[src/rtl/mbrs_pkg.sv]
// ----------------------------------------------------------------------------
// Modbus RTU register slave package
// Shared constants, codes, controller types and the CRC-16 byte update.
// ----------------------------------------------------------------------------
package mbrs_pkg;

  // Default sizes of the holding register file and of one read request.
  localparam int unsigned REG_COUNT_DEF      = 16;
  localparam int unsigned MAX_READ_COUNT_DEF = 2;

  // Frame layout: six bytes are covered by the CRC, eight bytes in total.
  localparam int unsigned CRC_SPAN  = 6;
  localparam int unsigned FRAME_LEN = 8;

  localparam logic [7:0]  SLAVE_ADDR_RST = 8'd1;
  localparam logic [15:0] CRC_INIT       = 16'hFFFF;
  localparam logic [15:0] CRC_POLY       = 16'hA001;

  // Function codes that the slave serves.
  localparam logic [7:0] FN_READ  = 8'h03;
  localparam logic [7:0] FN_WRITE = 8'h06;

  typedef enum logic [3:0] {
    ST_CLEAR,
    ST_IDLE,
    ST_CHECK,
    ST_DECIDE,
    ST_RD_ADDR,
    ST_RD_FUNC,
    ST_RD_COUNT,
    ST_FETCH,
    ST_RD_HI,
    ST_RD_LO,
    ST_CRC_LO,
    ST_CRC_HI,
    ST_ECHO
  } mbrs_state_t;

  // Source of the byte put on the response port.
  typedef enum logic [2:0] {
    SRC_ADDR,
    SRC_FUNC,
    SRC_COUNT,
    SRC_DATA_HI,
    SRC_DATA_LO,
    SRC_CRC_LO,
    SRC_CRC_HI,
    SRC_RX
  } emit_src_t;

  // Commands from the controller to the datapath.
  typedef struct packed {
    logic      load_frame;
    logic      crc_init;
    logic      crc_step;
    logic      crc_from_tx;
    logic      idx_clear;
    logic      idx_inc;
    logic      clr_write;
    logic      reg_write;
    logic      read_setup;
    logic      fetch;
    logic      emit;
    logic      emit_last;
    emit_src_t src;
  } mbrs_cmd_t;

  // Status from the datapath to the controller.
  typedef struct packed {
    logic       frame_ok;
    logic       is_read;
    logic       is_write;
    logic       read_ok;
    logic       write_in_range;
    logic       words_done;
    logic       clear_done;
    logic [2:0] idx;
  } mbrs_status_t;

  // One byte of the reflected Modbus CRC-16.
  function automatic logic [15:0] crc16_byte(input logic [15:0] crc_in,
                                             input logic [7:0]  data);
    logic [15:0] c;
    c = crc_in ^ {8'h00, data};
    for (int b = 0; b < 8; b++) begin
      if (c[0]) begin
        c = (c >> 1) ^ CRC_POLY;
      end else begin
        c = c >> 1;
      end
    end
    return c;
  endfunction

endpackage

[src/rtl/mbrs_ctrl.sv]
// ----------------------------------------------------------------------------
// Modbus RTU register slave controller
// Sequences register clearing, CRC check, decision and response bytes.
// ----------------------------------------------------------------------------
module mbrs_ctrl (
  input  logic                 clk,
  input  logic                 rst,
  input  logic                 start,
  output logic                 busy,
  input  mbrs_pkg::mbrs_status_t status,
  output mbrs_pkg::mbrs_cmd_t    cmd
);
  import mbrs_pkg::*;

  mbrs_state_t state;
  mbrs_state_t state_next;

  localparam logic [2:0] IDX_CRC_LAST   = 3'(CRC_SPAN - 1);
  localparam logic [2:0] IDX_FRAME_LAST = 3'(FRAME_LEN - 1);

  always_ff @(posedge clk) begin
    if (rst) begin
      state <= ST_CLEAR;
    end else begin
      state <= state_next;
    end
  end

  always_comb begin
    state_next = state;
    case (state)
      ST_CLEAR: begin
        if (status.clear_done) begin
          state_next = ST_IDLE;
        end
      end
      ST_IDLE: begin
        if (start) begin
          state_next = ST_CHECK;
        end
      end
      ST_CHECK: begin
        if (status.idx == IDX_CRC_LAST) begin
          state_next = ST_DECIDE;
        end
      end
      ST_DECIDE: begin
        if (status.frame_ok && status.is_read && status.read_ok) begin
          state_next = ST_RD_ADDR;
        end else if (status.frame_ok && status.is_write) begin
          state_next = ST_ECHO;
        end else begin
          state_next = ST_IDLE;
        end
      end
      ST_RD_ADDR:  state_next = ST_RD_FUNC;
      ST_RD_FUNC:  state_next = ST_RD_COUNT;
      ST_RD_COUNT: state_next = ST_FETCH;
      ST_FETCH:    state_next = ST_RD_HI;
      ST_RD_HI:    state_next = ST_RD_LO;
      ST_RD_LO: begin
        if (status.words_done) begin
          state_next = ST_CRC_LO;
        end else begin
          state_next = ST_FETCH;
        end
      end
      ST_CRC_LO: state_next = ST_CRC_HI;
      ST_CRC_HI: state_next = ST_IDLE;
      ST_ECHO: begin
        if (status.idx == IDX_FRAME_LAST) begin
          state_next = ST_IDLE;
        end
      end
      default: state_next = ST_IDLE;
    endcase
  end

  always_comb begin
    cmd  = '0;
    cmd.src = SRC_RX;
    busy = (state != ST_IDLE);
    case (state)
      ST_CLEAR: begin
        cmd.clr_write = 1'b1;
      end
      ST_IDLE: begin
        cmd.load_frame = start;
        cmd.crc_init   = start;
        cmd.idx_clear  = start;
      end
      ST_CHECK: begin
        cmd.crc_step = 1'b1;
        cmd.idx_inc  = 1'b1;
      end
      ST_DECIDE: begin
        cmd.crc_init   = 1'b1;
        cmd.read_setup = 1'b1;
        cmd.idx_clear  = 1'b1;
        cmd.reg_write  = status.frame_ok && status.is_write && status.write_in_range;
      end
      ST_RD_ADDR: begin
        cmd.emit = 1'b1; cmd.src = SRC_ADDR;
        cmd.crc_step = 1'b1; cmd.crc_from_tx = 1'b1;
      end
      ST_RD_FUNC: begin
        cmd.emit = 1'b1; cmd.src = SRC_FUNC;
        cmd.crc_step = 1'b1; cmd.crc_from_tx = 1'b1;
      end
      ST_RD_COUNT: begin
        cmd.emit = 1'b1; cmd.src = SRC_COUNT;
        cmd.crc_step = 1'b1; cmd.crc_from_tx = 1'b1;
      end
      ST_FETCH: begin
        cmd.fetch = 1'b1;
      end
      ST_RD_HI: begin
        cmd.emit = 1'b1; cmd.src = SRC_DATA_HI;
        cmd.crc_step = 1'b1; cmd.crc_from_tx = 1'b1;
      end
      ST_RD_LO: begin
        cmd.emit = 1'b1; cmd.src = SRC_DATA_LO;
        cmd.crc_step = 1'b1; cmd.crc_from_tx = 1'b1;
      end
      ST_CRC_LO: begin
        cmd.emit = 1'b1; cmd.src = SRC_CRC_LO;
      end
      ST_CRC_HI: begin
        cmd.emit = 1'b1; cmd.src = SRC_CRC_HI; cmd.emit_last = 1'b1;
      end
      ST_ECHO: begin
        cmd.emit      = 1'b1;
        cmd.src       = SRC_RX;
        cmd.idx_inc   = 1'b1;
        cmd.emit_last = (status.idx == IDX_FRAME_LAST);
      end
      default: begin
        cmd = '0;
      end
    endcase
  end

endmodule

[src/rtl/mbrs_datapath.sv]
// ----------------------------------------------------------------------------
// Modbus RTU register slave datapath
// Frame registers, CRC unit, holding register memory and response register.
// ----------------------------------------------------------------------------
module mbrs_datapath #(
  parameter int unsigned REG_COUNT      = mbrs_pkg::REG_COUNT_DEF,
  parameter int unsigned MAX_READ_COUNT = mbrs_pkg::MAX_READ_COUNT_DEF
) (
  input  logic                   clk,
  input  logic                   rst,
  input  logic                   cfg_valid,
  input  logic [7:0]             cfg_data,
  input  logic [7:0]             frame_address,
  input  logic [7:0]             function_code,
  input  logic [15:0]            first_word,
  input  logic [15:0]            second_word,
  input  logic [7:0]             crc_first,
  input  logic [7:0]             crc_second,
  input  mbrs_pkg::mbrs_cmd_t    cmd,
  output mbrs_pkg::mbrs_status_t status,
  output logic [7:0]             response_byte,
  output logic                   last_byte,
  output logic                   strobe
);
  import mbrs_pkg::*;

  localparam int unsigned AW = (REG_COUNT > 1) ? $clog2(REG_COUNT) : 1;
  localparam int unsigned CW = $clog2(MAX_READ_COUNT + 1);

  logic [7:0]    slave_address;
  logic [7:0]    rx_addr;
  logic [7:0]    rx_func;
  logic [15:0]   rx_first;
  logic [15:0]   rx_second;
  logic [7:0]    rx_crc_a;
  logic [7:0]    rx_crc_b;
  logic [15:0]   crc;
  logic [2:0]    idx;
  logic [15:0]   addr;
  logic [CW-1:0] words_left;
  logic [15:0]   mem_q;
  logic [15:0]   mem [REG_COUNT];

  logic [7:0]    rx_byte;
  logic [7:0]    tx_byte;
  logic [7:0]    crc_byte;
  logic          wr_en;
  logic [AW-1:0] wr_addr;
  logic [15:0]   wr_data;

  // Configuration register.
  always_ff @(posedge clk) begin
    if (rst) begin
      slave_address <= SLAVE_ADDR_RST;
    end else if (cfg_valid) begin
      slave_address <= cfg_data;
    end
  end

  // Request frame.
  always_ff @(posedge clk) begin
    if (cmd.load_frame) begin
      rx_addr   <= frame_address;
      rx_func   <= function_code;
      rx_first  <= first_word;
      rx_second <= second_word;
      rx_crc_a  <= crc_first;
      rx_crc_b  <= crc_second;
    end
  end

  always_comb begin
    case (idx)
      3'd0:    rx_byte = rx_addr;
      3'd1:    rx_byte = rx_func;
      3'd2:    rx_byte = rx_first[15:8];
      3'd3:    rx_byte = rx_first[7:0];
      3'd4:    rx_byte = rx_second[15:8];
      3'd5:    rx_byte = rx_second[7:0];
      3'd6:    rx_byte = rx_crc_a;
      3'd7:    rx_byte = rx_crc_b;
      default: rx_byte = rx_addr;
    endcase
  end

  always_comb begin
    case (cmd.src)
      SRC_ADDR:    tx_byte = slave_address;
      SRC_FUNC:    tx_byte = FN_READ;
      SRC_COUNT:   tx_byte = {rx_second[6:0], 1'b0};
      SRC_DATA_HI: tx_byte = mem_q[15:8];
      SRC_DATA_LO: tx_byte = mem_q[7:0];
      SRC_CRC_LO:  tx_byte = crc[7:0];
      SRC_CRC_HI:  tx_byte = crc[15:8];
      SRC_RX:      tx_byte = rx_byte;
      default:     tx_byte = rx_byte;
    endcase
  end

  assign crc_byte = cmd.crc_from_tx ? tx_byte : rx_byte;

  // One CRC byte per cycle, shared by the check and the read response.
  always_ff @(posedge clk) begin
    if (cmd.crc_init) begin
      crc <= CRC_INIT;
    end else if (cmd.crc_step) begin
      crc <= crc16_byte(crc, crc_byte);
    end
  end

  always_ff @(posedge clk) begin
    if (rst) begin
      idx <= '0;
    end else if (cmd.idx_clear) begin
      idx <= '0;
    end else if (cmd.idx_inc) begin
      idx <= idx + 3'd1;
    end
  end

  // The address counter walks the memory during the clearing pass and the
  // registers of a read request afterwards.
  always_ff @(posedge clk) begin
    if (rst) begin
      addr       <= '0;
      words_left <= '0;
    end else if (cmd.clr_write || cmd.fetch) begin
      addr <= addr + 16'd1;
      if (cmd.fetch) begin
        words_left <= words_left - CW'(1);
      end
    end else if (cmd.read_setup) begin
      addr       <= rx_first;
      words_left <= rx_second[CW-1:0];
    end
  end

  always_comb begin
    wr_en   = cmd.clr_write || cmd.reg_write;
    wr_addr = cmd.clr_write ? addr[AW-1:0] : rx_first[AW-1:0];
    wr_data = cmd.clr_write ? 16'h0000 : rx_second;
  end

  always_ff @(posedge clk) begin
    if (wr_en) begin
      mem[wr_addr] <= wr_data;
    end
  end

  always_ff @(posedge clk) begin
    if (cmd.fetch) begin
      mem_q <= mem[addr[AW-1:0]];
    end
  end

  always_comb begin
    status.frame_ok = (rx_addr == slave_address) &&
                      (((rx_crc_a == crc[7:0]) && (rx_crc_b == crc[15:8])) ||
                       ((rx_crc_a == crc[15:8]) && (rx_crc_b == crc[7:0])));
    status.is_read  = (rx_func == FN_READ);
    status.is_write = (rx_func == FN_WRITE);
    status.read_ok  = (({1'b0, rx_first} + {1'b0, rx_second}) <= 17'(REG_COUNT)) &&
                      (rx_second != 16'd0) &&
                      (rx_second <= 16'(MAX_READ_COUNT));
    status.write_in_range = ({1'b0, rx_first} < 17'(REG_COUNT));
    status.words_done     = (words_left == '0);
    status.clear_done     = (addr == 16'(REG_COUNT - 1));
    status.idx            = idx;
  end

  // Response register: each byte is shown for exactly one cycle.
  always_ff @(posedge clk) begin
    if (rst) begin
      strobe    <= 1'b0;
      last_byte <= 1'b0;
    end else begin
      strobe    <= cmd.emit;
      last_byte <= cmd.emit && cmd.emit_last;
    end
  end

  always_ff @(posedge clk) begin
    if (cmd.emit) begin
      response_byte <= tx_byte;
    end
  end

endmodule

[src/rtl/modbus_rtu_register_slave_unit.sv]
// ----------------------------------------------------------------------------
// Modbus RTU register slave unit
// Serves read (03) and single write (06) requests on a holding register file.
// ----------------------------------------------------------------------------
// A request frame is taken whole at a clock edge where start is high and busy
// is low. The response leaves one byte per beat on response_byte, each beat
// marked by strobe for exactly one cycle and with last_byte set on the final
// byte; there is no backpressure, so the receiver must take every byte as it
// appears. Frames with a foreign station address, a bad CRC (either byte order
// of the received CRC is accepted), an unknown function code or an invalid
// read range produce no bytes at all. After reset the unit sweeps the register
// file to zero, one register per cycle, while busy stays high; configuration
// writes are taken during that time as always.
//
// Sequence per frame, set by the controller and the single CRC unit that
// folds one byte per cycle: a CRC check over six bytes and a decision step,
// then for a write an 8-byte echo at one byte per cycle, and for a read of N
// registers 3 header bytes, per register one memory read step and two data
// bytes, and 2 CRC bytes. A dropped frame keeps the unit busy through the
// check and the decision. The unit is ready for the next frame in the same
// cycle in which its last byte is shown.
//
// The slave address register is written through cfg_valid / cfg_data and
// resets to 1. It is to be written only while the unit is not busy.
module modbus_rtu_register_slave_unit #(
  parameter int unsigned REG_COUNT      = mbrs_pkg::REG_COUNT_DEF,
  parameter int unsigned MAX_READ_COUNT = mbrs_pkg::MAX_READ_COUNT_DEF
) (
  input  logic        clk,
  input  logic        rst,
  // Request frame channel.
  input  logic        start,
  output logic        busy,
  input  logic [7:0]  frame_address,
  input  logic [7:0]  function_code,
  input  logic [15:0] first_word,
  input  logic [15:0] second_word,
  input  logic [7:0]  crc_first,
  input  logic [7:0]  crc_second,
  // Response byte channel.
  output logic        strobe,
  output logic [7:0]  response_byte,
  output logic        last_byte,
  // Slave address configuration channel.
  input  logic        cfg_valid,
  output logic        cfg_ready,
  input  logic [7:0]  cfg_data
);
  import mbrs_pkg::*;

  mbrs_cmd_t    cmd;
  mbrs_status_t status;

  // The configuration register can always take a beat.
  assign cfg_ready = 1'b1;

  mbrs_ctrl u_ctrl (
    .clk    (clk),
    .rst    (rst),
    .start  (start),
    .busy   (busy),
    .status (status),
    .cmd    (cmd)
  );

  mbrs_datapath #(
    .REG_COUNT      (REG_COUNT),
    .MAX_READ_COUNT (MAX_READ_COUNT)
  ) u_datapath (
    .clk           (clk),
    .rst           (rst),
    .cfg_valid     (cfg_valid && cfg_ready),
    .cfg_data      (cfg_data),
    .frame_address (frame_address),
    .function_code (function_code),
    .first_word    (first_word),
    .second_word   (second_word),
    .crc_first     (crc_first),
    .crc_second    (crc_second),
    .cmd           (cmd),
    .status        (status),
    .response_byte (response_byte),
    .last_byte     (last_byte),
    .strobe        (strobe)
  );

endmodule
[config.mk]
export PLATFORM = sky130hd
export DESIGN_NAME = modbus_rtu_register_slave_unit
export DESIGN_NICKNAME = d
export VERILOG_FILES = /design/src/rtl/mbrs_pkg.sv /design/src/rtl/mbrs_ctrl.sv /design/src/rtl/mbrs_datapath.sv /design/src/rtl/modbus_rtu_register_slave_unit.sv
export SDC_FILE = /design/constraint.sdc
export NUM_CORES = 1
export LEC_CHECK = 0
export BUFFER_PORTS_ARGS = -buffer_cell sky130_fd_sc_hd__clkbuf_2
export CAP_MARGIN = 20
export CORE_MARGIN = 8
export CORE_UTILIZATION = 60
export CTS_BUF_LIST = sky130_fd_sc_hd__clkbuf_8
export DETAILED_ROUTE_END_ITERATION = 8
export MAX_ROUTING_LAYER = met4
export PLACE_DENSITY_LB_ADDON = 0.25
export SETUP_SLACK_MARGIN = 0.02
export SLEW_MARGIN = 25
export SYNTH_ARGS = -nofsm -noshare
export SYNTH_HDL_FRONTEND = slang
export SYNTH_SLANG_ARGS = --single-unit
export TNS_END_PERCENT = 5
[constraint.sdc]
create_clock -name clk -period 6.5 [get_ports clk]
set_clock_uncertainty 0.15 [all_clocks]
set_input_delay 0.65 -clock clk [delete_from_list [all_inputs] [get_ports clk]]
set_output_delay 0.65 -clock clk [all_outputs]
set_load 0.1 [all_outputs]
After elaboration in Yosys (flattened, before gate mapping)
Memory sizes are Yosys's and may differ from the RTL's. A register that Yosys moved wholly into a read port is not among the register bits.
Index checks and enable logic that the tools add are counted.
{ "word_totals": {"register_bits": 123, "mem_bits_rw": 256, "inputBits": 76, "memories": 1} }
{ "classes": {"n_addsub": 4, "order_cmp": 3, "n_eq_ne": 40, "mux": 53, "bitwise": 9, "n_reduce_logical": 27} }
{ "mem_list": {"columns": ["name", "words", "word_bits", "rd", "rd_ports_with_merged_regs", "wr", "line", "rtl"], "rows": [
  ["u_datapath.mem", 16, 16, 1, 1, 1, "mbrs_datapath.sv:42", "logic [15:0] mem [REG_COUNT];"]
]} }
{ "op_table": {"columns": ["op", "count"], "rows": [
  ["$mux W16", 25],
  ["$pmux W8 S8", 2],
  ["$pmux W4 S12", 1],
  ["$eq A8 B8 Y1", 5],
  ["$mux W4", 8],
  ["$eq A3 B3 Y1 const B", 8],
  ["$not A2 Y3", 8],
  ["$pmux W3 S7", 1],
  ["$eq A4 B4 Y1 const B", 5],
  ["$add A16 B16 Y17", 1],
  ["$le A17 B5 Y1 const B", 1],
  ["$add A16 B1 Y16 const B", 1],
  ["$eq A16 B4 Y1 const B", 1],
  ["$eq A4 B3 Y1 const B", 4],
  ["$le A16 B2 Y1 const B", 1],
  ["$lt A16 B5 Y1 const B", 1],
  ["$reduce_bool A16 Y1", 1],
  ["$xor A16 B8 Y16", 1],
  ["$eq A3 B2 Y1 const B", 4],
  ["$reduce_or A6 Y1", 2],
  ["$logic_and A1 B1 Y1", 10],
  ["$mux W1", 9],
  ["$eq A4 B2 Y1 const B", 2],
  ["$eq A8 B2 Y1 const B", 1],
  ["21 further kinds", 33]
]} }

Longest topological paths before layout
Gate-level depths: netlist (run 1).
{ "depth": {"ltp_word": 37, "mapped_depth": 17, "depth_no_buf": 13} }

Hierarchy
From an unflattened synthesis (run 1), not the netlist that was laid out.
{ "hier_totals": {"cells_unflattened": 1120, "hier_area_um2": 17448.0} }
{ "modules_own_cells": {"columns": ["module", "instances", "cells_each", "area_per_inst_um2", "seq_area_each_um2"], "rows": [
  ["mbrs_datapath", 1, 1038, 16900.0, 11270.8],
  ["mbrs_ctrl", 1, 80, 536.8, 80.1],
  ["modbus_rtu_register_slave_unit", 1, 2, 11.3, 0.0]
]} }

Least setup slack after synthesis (run 1)
OpenSTA, ideal clock, no wires.
{ "synth_path": {"path_kind": "flip-flop to flip-flop", "start": "register u_ctrl.state[0]", "end": "register u_datapath.rx_addr[0] (enable)", "t_arrival_ns": 5.078, "t_required_ns": 5.864, "path_slack_ns": 0.786, "path_stages_with_launch": 6, "n_path_buf": 3, "synth_period_minus_slack_ns": 5.714, "cell_sequence": "dfxtp_1 > clkbuf_1 > clkbuf_1 > buf_1 > nand3_1 > nor2_1"} }
{ "synth_lines": {"columns": ["item", "line", "rtl"], "rows": [
  ["start: declaration", "mbrs_ctrl.sv:15", "mbrs_state_t state;"],
  ["start signal: assignment", "mbrs_ctrl.sv:25", "state <= state_next;"],
  ["end signal: assignment", "mbrs_datapath.sv:63", "rx_addr <= frame_address;"],
  ["end: declaration", "mbrs_datapath.sv:31", "logic [7:0] rx_addr;"]
]} }

Worst setup path in the final report (run 1)
{ "layout_path": {"start": "register u_datapath.idx[2]", "end": "register u_datapath.crc[0]"} }
{ "layout_via": {"elab_chain_cells": 28, "elab_cells_between_ends": 41, "classes_between": "7 x eq/ne; 25 x mux; 8 x bitwise; 1 x reduce/logical"} }
{ "layout_rtl": {"columns": ["item", "line", "rtl"], "rows": [
  ["start: declaration", "mbrs_datapath.sv:38", "logic [2:0] idx;"],
  ["start signal: assignment", "mbrs_datapath.sv:117", "idx <= idx + 3'd1;"],
  ["$eq A3 B3 Y1, or another cell as far along", "mbrs_datapath.sv:73", "case (idx)"],
  ["$pmux W8 S8 (*)", "mbrs_datapath.sv:73", null],
  ["$pmux W8 S8", "mbrs_datapath.sv:87", "case (cmd.src)"],
  ["$mux W8 (*)", "mbrs_datapath.sv:100", "assign crc_byte = cmd.crc_from_tx ? tx_byte : rx_byte;"],
  ["$xor A16 B8 Y16 (*)", "mbrs_pkg.sv:84", "c = crc_in ^ {8'h00, data};"],
  ["$mux W16 (*)", "mbrs_pkg.sv:86", "if (c[0]) begin"],
  ["$mux W16 (*)", "mbrs_datapath.sv:106", "end else if (cmd.crc_step) begin"],
  ["$mux W16 (*)", "mbrs_datapath.sv:104", "if (cmd.crc_init) begin"],
  ["(+12 left out)", null, null],
  ["$mux W16 (*)", "mbrs_pkg.sv:86", null],
  ["$mux W16 (*)", "mbrs_datapath.sv:106", null],
  ["$mux W16 (*)", "mbrs_datapath.sv:104", null],
  ["$not A2 Y3 (no line) or $mux W16 (tied branches)", null, null],
  ["$mux W16 (*)", "mbrs_pkg.sv:86", null],
  ["$mux W16 (*)", "mbrs_datapath.sv:106", null],
  ["$mux W16 (*)", "mbrs_datapath.sv:104", null],
  ["$mux W16 (*)", "mbrs_pkg.sv:86", null],
  ["end signal: assignment", "mbrs_datapath.sv:107", "crc <= crc16_byte(crc, crc_byte);"],
  ["end: declaration", "mbrs_datapath.sv:37", "logic [15:0] crc;"]
]} }
Every way passes the cells marked *; elsewhere a longest branch is shown, timed or not. The select of a mux whose other input is x is not followed.
A chain may end at the register's enable or synchronous reset.

==> results by group, run 1 <==
Critical path
  • Reg2reg setup slack: 1.77 ns
  • CP arrival: 5.10 ns
  • CP Max Fanout: 21
  • R2R Path Start: u_datapath.idx[2]$_SDFFE_PP0P_
  • CP startpoint kind: register
  • CP most frequent cell: xnor2_2
  • Reg2reg end: u_datapath.crc[0]$_SDFFE_PP1P_
  • Crit-path slowest cell: dfxtp_1
  • Worst Path Required: 6.86 ns
  • Crit path kind: reg -> reg
  • Largest stage delay on the critical path: 0.73 ns
  • CP Cell Sequence: inv_1 -> ha_1 -> or4_4 -> or2_1 -> a31oi_1 -> a22oi_1 -> xor2_1 -> xor2_2 -> xnor2_2 -> xnor2_2 -> o21ai_1 -> a2111oi_2 -> o2111ai_2
  • Worst r2r path cells: 13
  • Crit end category: register

Timing
  • Worst Max-Slew Pin Slew: 1.06 ns
  • Setup-failing EPs final: 0
  • Slew Viols, Final: 0
  • Final-report hold violation count: 0
  • Setup_tns: 0 ns
  • Highest clock rate: 211 MHz
  • Period utilisation layout: 72.8%
  • Min Tclk post-route: 4.73 ns
  • Slew headroom: 28.9%
  • Unrepaired setup endpoints after global routing: no

Hold path
  • HP Class: in -> reg
  • Hold Path End: u_datapath.rx_first[5]$_DFFE_PP_
  • Hold path start: first_word[5]
  • Hold path depth: 1

Die
  • Initial Util: 60.7%
  • Die Height: 189 um
  • Total die area: 35,600 sq um
  • Core Rows: 63
  • Ports: 88
  • Die width: 189 um
  • Core outline area: 29,500 sq um

Layout
  • Fraction of layout cells with a size suffix above 1: 22.4%
  • # diodes: 0
  • Post-route cell area: 20,000 sq um
  • # nets final: 1,438
  • Commonest cells after routing, fill and taps aside: edfxtp_1 (344), nor2_1 (86), clkbuf_2 (86), mux4_2 (80), nand2_1 (67)
  • P&R area growth vs syn: 11.5%
  • Final Non-Filler Cells: 1,776
  • Commonest non-fill, non-tap cell in the layout: edfxtp_1
  • Final core utilization: 67.7%

CTS
  • Root buf cell: clkbuf_8
  • Clock Latency Late Sink: 0.66 ns
  • H-tree Lvls: 2
  • Clock-pin slew on the worst setup and hold paths: 0.07 ns
  • Max Root-Sink Buffers: 3
  • Clk sink count: 395
  • Clock tree from TritonCTS: built
  • Total CTS buffers: 60
  • Post-CTS resize count: 0

Synth
  • Asr flop ratio synth: 0%
  • Largest family of logic cells by synthesized area: multiplexers
  • Fraction of the mapped netlist area in adder cells: 1.79%
  • Post-synthesis compound-gate area fraction: 9.21%
  • Yosys top cell by area: edfxtp_1
  • Main synth FF type: edfxtp_1
  • Mux contribution to synthesized area: 10.9%
  • Synth Area in Simple Gates: 8.22%
  • Post-synth EDFFs: 344
  • Post-Syn Instances: 1,226
  • Synthesized flop and latch total: 395
  • Syn nets: 1,327
  • Largest cells by area after synthesis: edfxtp_1 (58%), mux4_2 (10%), dfxtp_1 (5.7%)
  • Post-synth cell types: 80
  • Area share of the largest cell type after synthesis: 57.7%
  • Mapped Area: 17,900 sq um
  • Yosys warns: 0
  • Sequential share of the synthesized area: 63.4%
  • Avg Cell Area, Syn: 14.6 sq um
  • Post-Synth XOR/XNOR Area: 4.46%

Drt
  • Vias: 11,400
  • DRT iter0 DRCs: 1,357
  • Wirelength per Cell: 25.7 um
  • Post-route ant nets: 0
  • Final WL: 45,700 um
  • DRT Pass-1 Iters: 6
  • Via/cell ratio: 6.45
  • DRC errors left: 0

Place
  • Placed Instances: 1,658
  • Port Buffers: 86
  • Post-Place Cell Area: 18,800 sq um
  • Detailed placer's ending HPWL: 30,100 um
  • Placer's final routability congestion estimate: 0.951

GRT
  • Largest net degree at the start of global routing: 69
  • Grt total ovfl: 0
  • Vias in the first global route: 11,100
  • Antenna violations before repair: 0
  • First-pass GRT wire length: 68,300 um
  • Tot GR Track Use: 26.0%

Flow run
  • Max Cap Viol: 0

Outcome
  • Run status: complete, no violations

Pwr
  • Leakage: 6.83 nW
  • Pwr/cell area: 352 nW/um^2
  • Peak supply drop: 215 uV
[worst max-delay path, delay by kind of cell (launching register included)]
family / cells / cell delay (ns)
simple gates: 2 / 1.04
flops: 1 / 0.73
fa+ha+maj: 1 / 0.35
compound gates: 5 / 1.09
xor+xnor: 4 / 1.08
buf+inv: 1 / 0.18
[how the worst max path moves through the flow]
| stage | start | to | slack [ns] | cells past startpoint |
|---|---|---|---|---|
| after detailed placement | u_datapath.idx[2]$_SDFFE_PP0P_ | u_datapath.crc[0]$_SDFFE_PP1P_ | 1.79 | 13 |
| final | u_datapath.idx[2]$_SDFFE_PP0P_ | u_datapath.crc[0]$_SDFFE_PP1P_ | 1.77 | 13 |
| after CTS | u_datapath.idx[2]$_SDFFE_PP0P_ | u_datapath.crc[0]$_SDFFE_PP1P_ | 1.83 | 13 |
| after global placement | u_datapath.idx[2]$_SDFFE_PP0P_ | u_datapath.crc[0]$_SDFFE_PP1P_ | 1.92 | 13 |
| after global routing | u_datapath.idx[2]$_SDFFE_PP0P_ | u_datapath.crc[0]$_SDFFE_PP1P_ | 1.54 | 13 |
| after floorplan | u_ctrl.state[0]$_SDFFE_PP0P_ | u_datapath.rx_addr[0]$_DFFE_PP_ | 0.79 | 5 |
[cells by family (layout without fill, tap and decap cells)]
group | count (synthesis) | in the layout
buffers and inverters | 90 | 250
AND/OR/NAND/NOR | 302 | 302
flip-flops | 395 | 395
multiplexers | 94 | 94
XOR/XNOR | 83 | 83
adder cells (fa/ha/maj) | 25 | 25
AO/OA/AOI/OAI | 236 | 236
other | 1 | 1
[synth_stat cells (6+ instances only)]
cell / n
a21o_1: 12
nor4_1: 22
xor2_1: 46
mux4_2: 80
nand4_1: 8
and2_1: 20
nor2b_1: 11
buf_1: 16
nand3_1: 30
nor2_1: 90
xnor2_1: 29
a22oi_1: 18
edfxtp_1: 344
a31oi_1: 19
ha_1: 24
mux2i_1: 11
a222oi_1: 13
clkbuf_1: 47
a221oi_1: 8
nor3_1: 22
a21oi_1: 58
dfxtp_1: 51
nor3b_1: 6
nand2_1: 67
o21ai_0: 40
buf_2: 6
inv_1: 16
[final cells by class]
class	count	area [sq um]
Timing Repair Buffer	121	711
Inverter	18	67.6
Sequential cell	395	11400
Tap cell	390	488
Fill cell	2054	9520
Clock buffer	61	840
Multi-Input combinational cell	741	6210
Clock inverter	50	287
[stage by stage]
stage	power, mW	hold slack [ns]	setup WS [ns]
2_1_floorplan	4.63	0.301	0.786
3_3_place_gp	5.12	0.319	1.92
3_5_place_dp	5.16	0.321	1.79
4_1_cts	7.08	0.00153	1.83
5_1_grt	7.33	0.00822	1.54
6_report	7.03	0.0353	1.77
[per-layer routing]
layer  vias up  track usage [%]  part of all wire [%]
met5         -                -                     0
met4         0             10.7                   4.2
met3       133             4.60                   7.8
met2       575             41.0                    49
met1      5683             33.2                    39
li1       5058                -                     -
[flip-flops by register name, summed over array words and instances, names as in the netlist, 4 cells and up]
signal	flops
u_datapath.rx_crc_b	8
u_datapath.crc	16
u_datapath.mem	256
u_datapath.rx_first	16
u_datapath.rx_func	8
u_datapath.response_byte	8
u_datapath.rx_addr	8
u_datapath.rx_crc_a	8
u_datapath.rx_second	16
u_ctrl.state	4
u_datapath.slave_address	8
u_datapath.mem_q	16
u_datapath.addr	16
[what timing repair did]
action / 4_1_cts / 5_1_grt
buffers inserted: 0 / 0
endpoints found under the hold margin: 7 / 0
hold buffers: 7 / 0
[power by group]
part | leakage [nW] | switching, mW | internal [mW]
clock network | 0.658 | 0.955 | 0.963
registers | 3.60 | 0.291 | 3.14
logic | 2.58 | 0.914 | 0.775
Power figures use the tool's default switching activity.
==> inputs of run 2 (changes only) <==
Clock period 6.5 ns to 4.7 ns, I/O delays scaled along.
==> run 2 against run 1 <==
Effect of this change:
- non-clock buffer count grew 78
- total power grew 42%
- design area grew 4.2%
- highest routed layer unchanged
==> results by group, run 2 (synthesis gave the netlist of run 1 again) <==
Timing
  • Unrepaired setup endpoints after global routing: no
  • Slew headroom: 31.5%
  • Setup_tns: 0 ns
  • Slew Viols, Final: 0
  • Setup-failing EPs final: 0
  • Highest clock rate: 234 MHz
  • Fin Hold WS: 0.140 ns
  • Worst setup margin: 0.434 ns
  • Worst Max-Slew Pin Slew: 1.02 ns
  • Final-report hold violation count: 0
  • Period utilisation layout: 90.8%
  • Min Tclk post-route: 4.27 ns

CTS
  • H-tree Lvls: 2
  • Root buf cell: clkbuf_8
  • Buffers inserted during post-CTS setup optimization: 0
  • Clock-pin slew on the worst setup and hold paths: 0.06 ns
  • Max Root-Sink Buffers: 3
  • Clock Latency Late Sink: 0.63 ns
  • Total CTS buffers: 61
  • Clk sink count: 395
  • Clock tree from TritonCTS: built

Drt
  • Via/cell ratio: 6.33
  • DRC errors left: 0
  • Vias: 11,800
  • DRT Pass-1 Iters: 8
  • Post-route ant nets: 0
  • Wirelength per Cell: 25.3 um
  • DRT iter0 DRCs: 1,388
  • Final WL: 47,000 um

Pwr
  • Pwr/cell area: 479 nW/um^2
  • Leakage: 7.22 nW
  • Peak supply drop: 432 uV

Critical path
  • CP arrival: 4.61 ns
  • Crit path kind: reg -> reg
  • CP Max Fanout: 11
  • Crit end category: register
  • Worst Path Required: 5.04 ns
  • CP startpoint kind: register

Layout
  • Commonest cells after routing, fill and taps aside: edfxtp_1 (344), nor2_1 (89), clkbuf_2 (86), mux4_2 (80), dlygate4sd3_1 (72)
  • Commonest non-fill, non-tap cell in the layout: edfxtp_1
  • Top reg by flops: u_datapath.mem
  • Largest register FFs: 256
  • # nets final: 1,517
  • P&R area growth vs syn: 16.2%
  • Fillers: 1,971
  • Fraction of layout cells with a size suffix above 1: 21.9%

Die
  • Die width: 189 um
  • Ports: 88
  • Initial Util: 60.7%
  • Total die area: 35,600 sq um
  • Core outline area: 29,500 sq um
  • Die Height: 189 um
  • Core Rows: 63

GRT
  • Antenna violations before repair: 1
  • Tot GR Track Use: 27.1%
  • Largest net degree at the start of global routing: 72
  • First-pass GRT wire length: 71,400 um
  • Grt total ovfl: 0
  • Vias in the first global route: 11,800

Place
  • Placer's final routability congestion estimate: 0.976
  • Port Buffers: 86
  • Detailed placer's ending HPWL: 29,800 um
  • Dpl ws: 0.446 ns

Flow run
  • Max Cap Viol: 0

Outcome
  • Run status: complete, no violations

Hold path
  • HP Class: in -> reg
[run 2: cell count changes in the layout (fill, tap and decap cells not counted), moves of 2 or more]
cell,delta
bufinv_16,+2
buf_4,+12
clkbuf_8,+4
nor2_1,+3
nor2_2,-3
dlygate4sd3_1,+65
[run 2: metrics by stage]
stage,area (sq um),instances,utilization (%),power (mW)
6_report,20800,1858,70.6,9.97
5_1_grt,20800,1858,70.6,10.4
4_1_cts,20800,1857,70.5,10.0
3_5_place_dp,18900,1671,64.0,7.14
3_3_place_gp,18900,1671,64.0,7.07
2_1_floorplan,17900,1226,-,6.41
[run 2: area by class of cell]
class | instances | area [sq um] | area share, %
Antenna cell | 1 | 2.50 | 0.0120
Sequential cell | 395 | 11400 | 54.6
Timing Repair Buffer | 199 | 1470 | 7.07
Clock inverter | 49 | 323 | 1.55
Tap cell | 390 | 488 | 2.35
Inverter | 18 | 67.6 | 0.325
Clock buffer | 65 | 895 | 4.30
Multi-Input combinational cell | 741 | 6200 | 29.8
[run 2: power by group]
group | switching [mW] | total [mW] | internal (mW) | leakage, nW
combinational | 1.31 | 2.43 | 1.12 | 2.91
sequential | 0.368 | 4.70 | 4.34 | 3.60
clock | 1.33 | 2.84 | 1.51 | 0.701
total | 3.02 | 9.97 | 6.96 | 7.22
[run 2: worst paths after layout]
kind | from | endpoint | slack (ns) | cells past startpoint
setup / recovery | u_datapath.idx[0]$_SDFFE_PP0P_ | u_datapath.crc[0]$_SDFFE_PP1P_ | 0.43 | 13
hold / removal | cfg_valid | u_datapath.slave_address[0]$_SDFFE_PP1P_ | 0.14 | 2
setup reg to reg | u_datapath.idx[0]$_SDFFE_PP0P_ | u_datapath.crc[0]$_SDFFE_PP1P_ | 0.43 | 13
hold reg to reg | u_datapath.words_left[1]$_SDFFE_PP0P_ | u_datapath.words_left[1]$_SDFFE_PP0P_ | 0.32 | 2
[run 2: what timing repair did]
item                      CTS  global route
hold buffers               72             0
hold endpoints to repair   72             0
resized for setup           0             0
[run 2: metal layers]
metal / global-route usage (%) / up-vias / part of all wire (%)
met1: 33.7 / 5827 / 38
met5: - / - / 0
li1: - / 5210 / -
met4: 11.2 / 0 / 3.9
met3: 4.53 / 121 / 7.9
met2: 44.1 / 607 / 50
[run 2: worst max-delay path: stages, from the launching register on]
cell and delay, ns:
dfxtp_1 0.35, ha_1 0.23, ha_1 0.29, or4_4 0.61, or2_1 0.41, a31oi_1 0.25, a22oi_1 0.13, xor2_1 0.31
xor2_2 0.15, xnor2_2 0.41, xnor2_2 0.18, o21ai_1 0.10, a2111oi_2 0.43, o2111ai_2 0.13
==> inputs of run 3 (changes only) <==
Settings changed: SLEW_MARGIN 25 to unset.
Clock period 4.7 ns to 4.56 ns, I/O delays scaled along.
==> run 3 against run 2 <==
Effect of this change:
- critical path depth unchanged
- first-iteration DRC count down 2.0%
- worst hold slack got worse by 0.0063 ns
- total power rose by 3.2%
- final cell count about the same
- worst setup slack got worse by 0.12 ns
- critical path type unchanged
- critical endpoint unchanged
==> results by group, run 3 (synthesis gave the netlist of run 1 again) <==
CTS
  • Clock-pin slew on the worst setup and hold paths: 0.06 ns
  • Root buf cell: clkbuf_8
  • Clk sink count: 395
  • Buffers inserted during post-CTS setup optimization: 0
  • Clock Latency Late Sink: 0.64 ns
  • Max Root-Sink Buffers: 3
  • Clock tree from TritonCTS: built
  • Total CTS buffers: 61
  • H-tree Lvls: 2

Timing
  • Unrepaired setup endpoints after global routing: no
  • Highest clock rate: 236 MHz
  • Setup_tns: 0 ns
  • Slew headroom: 33.5%
  • Setup-failing EPs final: 0
  • Min Tclk post-route: 4.24 ns
  • Slew Viols, Final: 0
  • Worst Max-Slew Pin Slew: 0.998 ns
  • Period utilisation layout: 93.1%
  • Final-report hold violation count: 0

GRT
  • Tot GR Track Use: 27.5%
  • First-pass GRT wire length: 72,000 um
  • Antenna violations before repair: 1
  • Largest net degree at the start of global routing: 71
  • Vias in the first global route: 12,000
  • Grt total ovfl: 0

Place
  • Placer's final routability congestion estimate: 0.978
  • Placed Instances: 1,670
  • Port Buffers: 86
  • Detailed placer's ending HPWL: 30,600 um

Critical path
  • Setup crit start: u_datapath.idx[0]$_SDFFE_PP0P_
  • R2R Path Start: u_datapath.idx[0]$_SDFFE_PP0P_
  • CP startpoint kind: register
  • CP Max Fanout: 11
  • Reg2reg end: u_datapath.crc[0]$_SDFFE_PP1P_
  • Reg2reg setup slack: 0.32 ns
  • Crit path kind: reg -> reg
  • Worst Path Required: 4.90 ns
  • Crit end category: register
  • Worst Setup EP: u_datapath.crc[0]$_SDFFE_PP1P_
  • Worst r2r path cells: 13
  • CP arrival: 4.58 ns

Layout
  • Commonest cells after routing, fill and taps aside: edfxtp_1 (344), nor2_1 (86), clkbuf_2 (86), mux4_2 (80), dlygate4sd3_1 (72)
  • Commonest non-fill, non-tap cell in the layout: edfxtp_1
  • Largest register FFs: 256
  • Fraction of layout cells with a size suffix above 1: 22.0%
  • P&R area growth vs syn: 16.1%
  • Final Non-Filler Cells: 1,857
  • Top reg by flops: u_datapath.mem
  • # nets final: 1,516
  • Fillers: 1,968

Flow run
  • Max Cap Viol: 0

Die
  • Ports: 88
  • Core outline area: 29,500 sq um
  • Die width: 189 um
  • Core Rows: 63
  • Total die area: 35,600 sq um
  • Initial Util: 60.7%
  • Die Height: 189 um

Hold path
  • HP Class: in -> reg

Drt
  • DRC errors left: 0
  • Vias: 11,800
  • Final WL: 47,800 um
  • DRT iter0 DRCs: 1,360
  • Post-route ant nets: 0
  • DRT Pass-1 Iters: 6
  • Wirelength per Cell: 25.7 um
  • Via/cell ratio: 6.37

Pwr
  • Total power: 10.3 mW
  • Peak supply drop: 354 uV
  • Pwr/cell area: 495 nW/um^2
  • Leakage: 7.21 nW

Outcome
  • Run status: complete, no violations
[run 3: power by group]
part / internal (mW) / total, mW / leakage [nW] / switching (mW)
Sequential: 4.47 / 4.86 / 3.60 / 0.393
Clock: 1.51 / 2.86 / 0.701 / 1.35
Combinational: 1.17 / 2.56 / 2.91 / 1.39
Total: 7.15 / 10.3 / 7.21 / 3.14
[run 3: what timing repair did]
item | in CTS | in global routing
hold buffers | 72 | 0
resized for setup | 0 | 1
endpoints found under the hold margin | 72 | 0
setup endpoints to repair | 0 | 1
[run 3: how the worst min path moves through the flow]
stage	startpoint	to	slack, ns	cells past startpoint
6_report	cfg_valid	u_datapath.slave_address[5]$_SDFFE_PP0P_	0.13	3
5_1_grt	cfg_valid	u_datapath.slave_address[5]$_SDFFE_PP0P_	0.12	3
4_1_cts	cfg_valid	u_datapath.slave_address[0]$_SDFFE_PP1P_	0.07	2
3_5_place_dp	u_datapath.words_left[1]$_SDFFE_PP0P_	u_datapath.words_left[1]$_SDFFE_PP0P_	0.33	2
3_3_place_gp	u_datapath.words_left[1]$_SDFFE_PP0P_	u_datapath.words_left[1]$_SDFFE_PP0P_	0.31	2
2_1_floorplan	u_datapath.words_left[1]$_SDFFE_PP0P_	u_datapath.words_left[1]$_SDFFE_PP0P_	0.30	2
[run 3: metrics by stage]
| step | utilization (%) | area [sq um] | setup slack (ns) | hold WS, ns |
|---|---|---|---|---|
| 2_1_floorplan | - | 17900 | 0.164 | 0.301 |
| 3_3_place_gp | 63.9 | 18800 | 0.351 | 0.312 |
| 3_5_place_dp | 63.9 | 18800 | 0.218 | 0.327 |
| 4_1_cts | 70.4 | 20800 | 0.218 | 0.0703 |
| 5_1_grt | 70.5 | 20800 | 0.0708 | 0.123 |
| 6_report | 70.5 | 20800 | 0.316 | 0.134 |
[run 3: final cells by class]
class / count / area (sq um) / area share, %
flip-flops and latches: 395 / 11400 / 54.6
clock inverters: 48 / 293 / 1.41
clock buffers: 66 / 908 / 4.37
diodes: 1 / 2.50 / 0.0120
repair buffers: 198 / 1450 / 6.98
multi-input cells: 741 / 6210 / 29.9
inverters: 18 / 67.6 / 0.325
well taps: 390 / 488 / 2.35
[run 3: routing by layer]
metal | wire, um | track usage [%] | vias to the layer above | part of all wire, %
met5 | 0 | - | - | 0
met3 | 3580 | 4.38 | 149 | 7.5
met1 | 18300 | 33.6 | 5884 | 38
met2 | 23900 | 45.2 | 591 | 50
met4 | 2050 | 11.9 | 0 | 4.3
li1 | - | - | 5209 | -
[run 3: worst max-delay path, cell delays in order (launching register included)]
cell       delay (ns)
dfxtp_1          0.35
ha_1             0.23
ha_1             0.29
or4_4            0.59
or2_1            0.43
a31oi_1          0.26
a22oi_1          0.13
xor2_1           0.33
xor2_2           0.30
xnor2_4          0.21
xnor2_2          0.17
o21ai_1          0.09
a2111oi_2        0.44
o2111ai_2        0.14
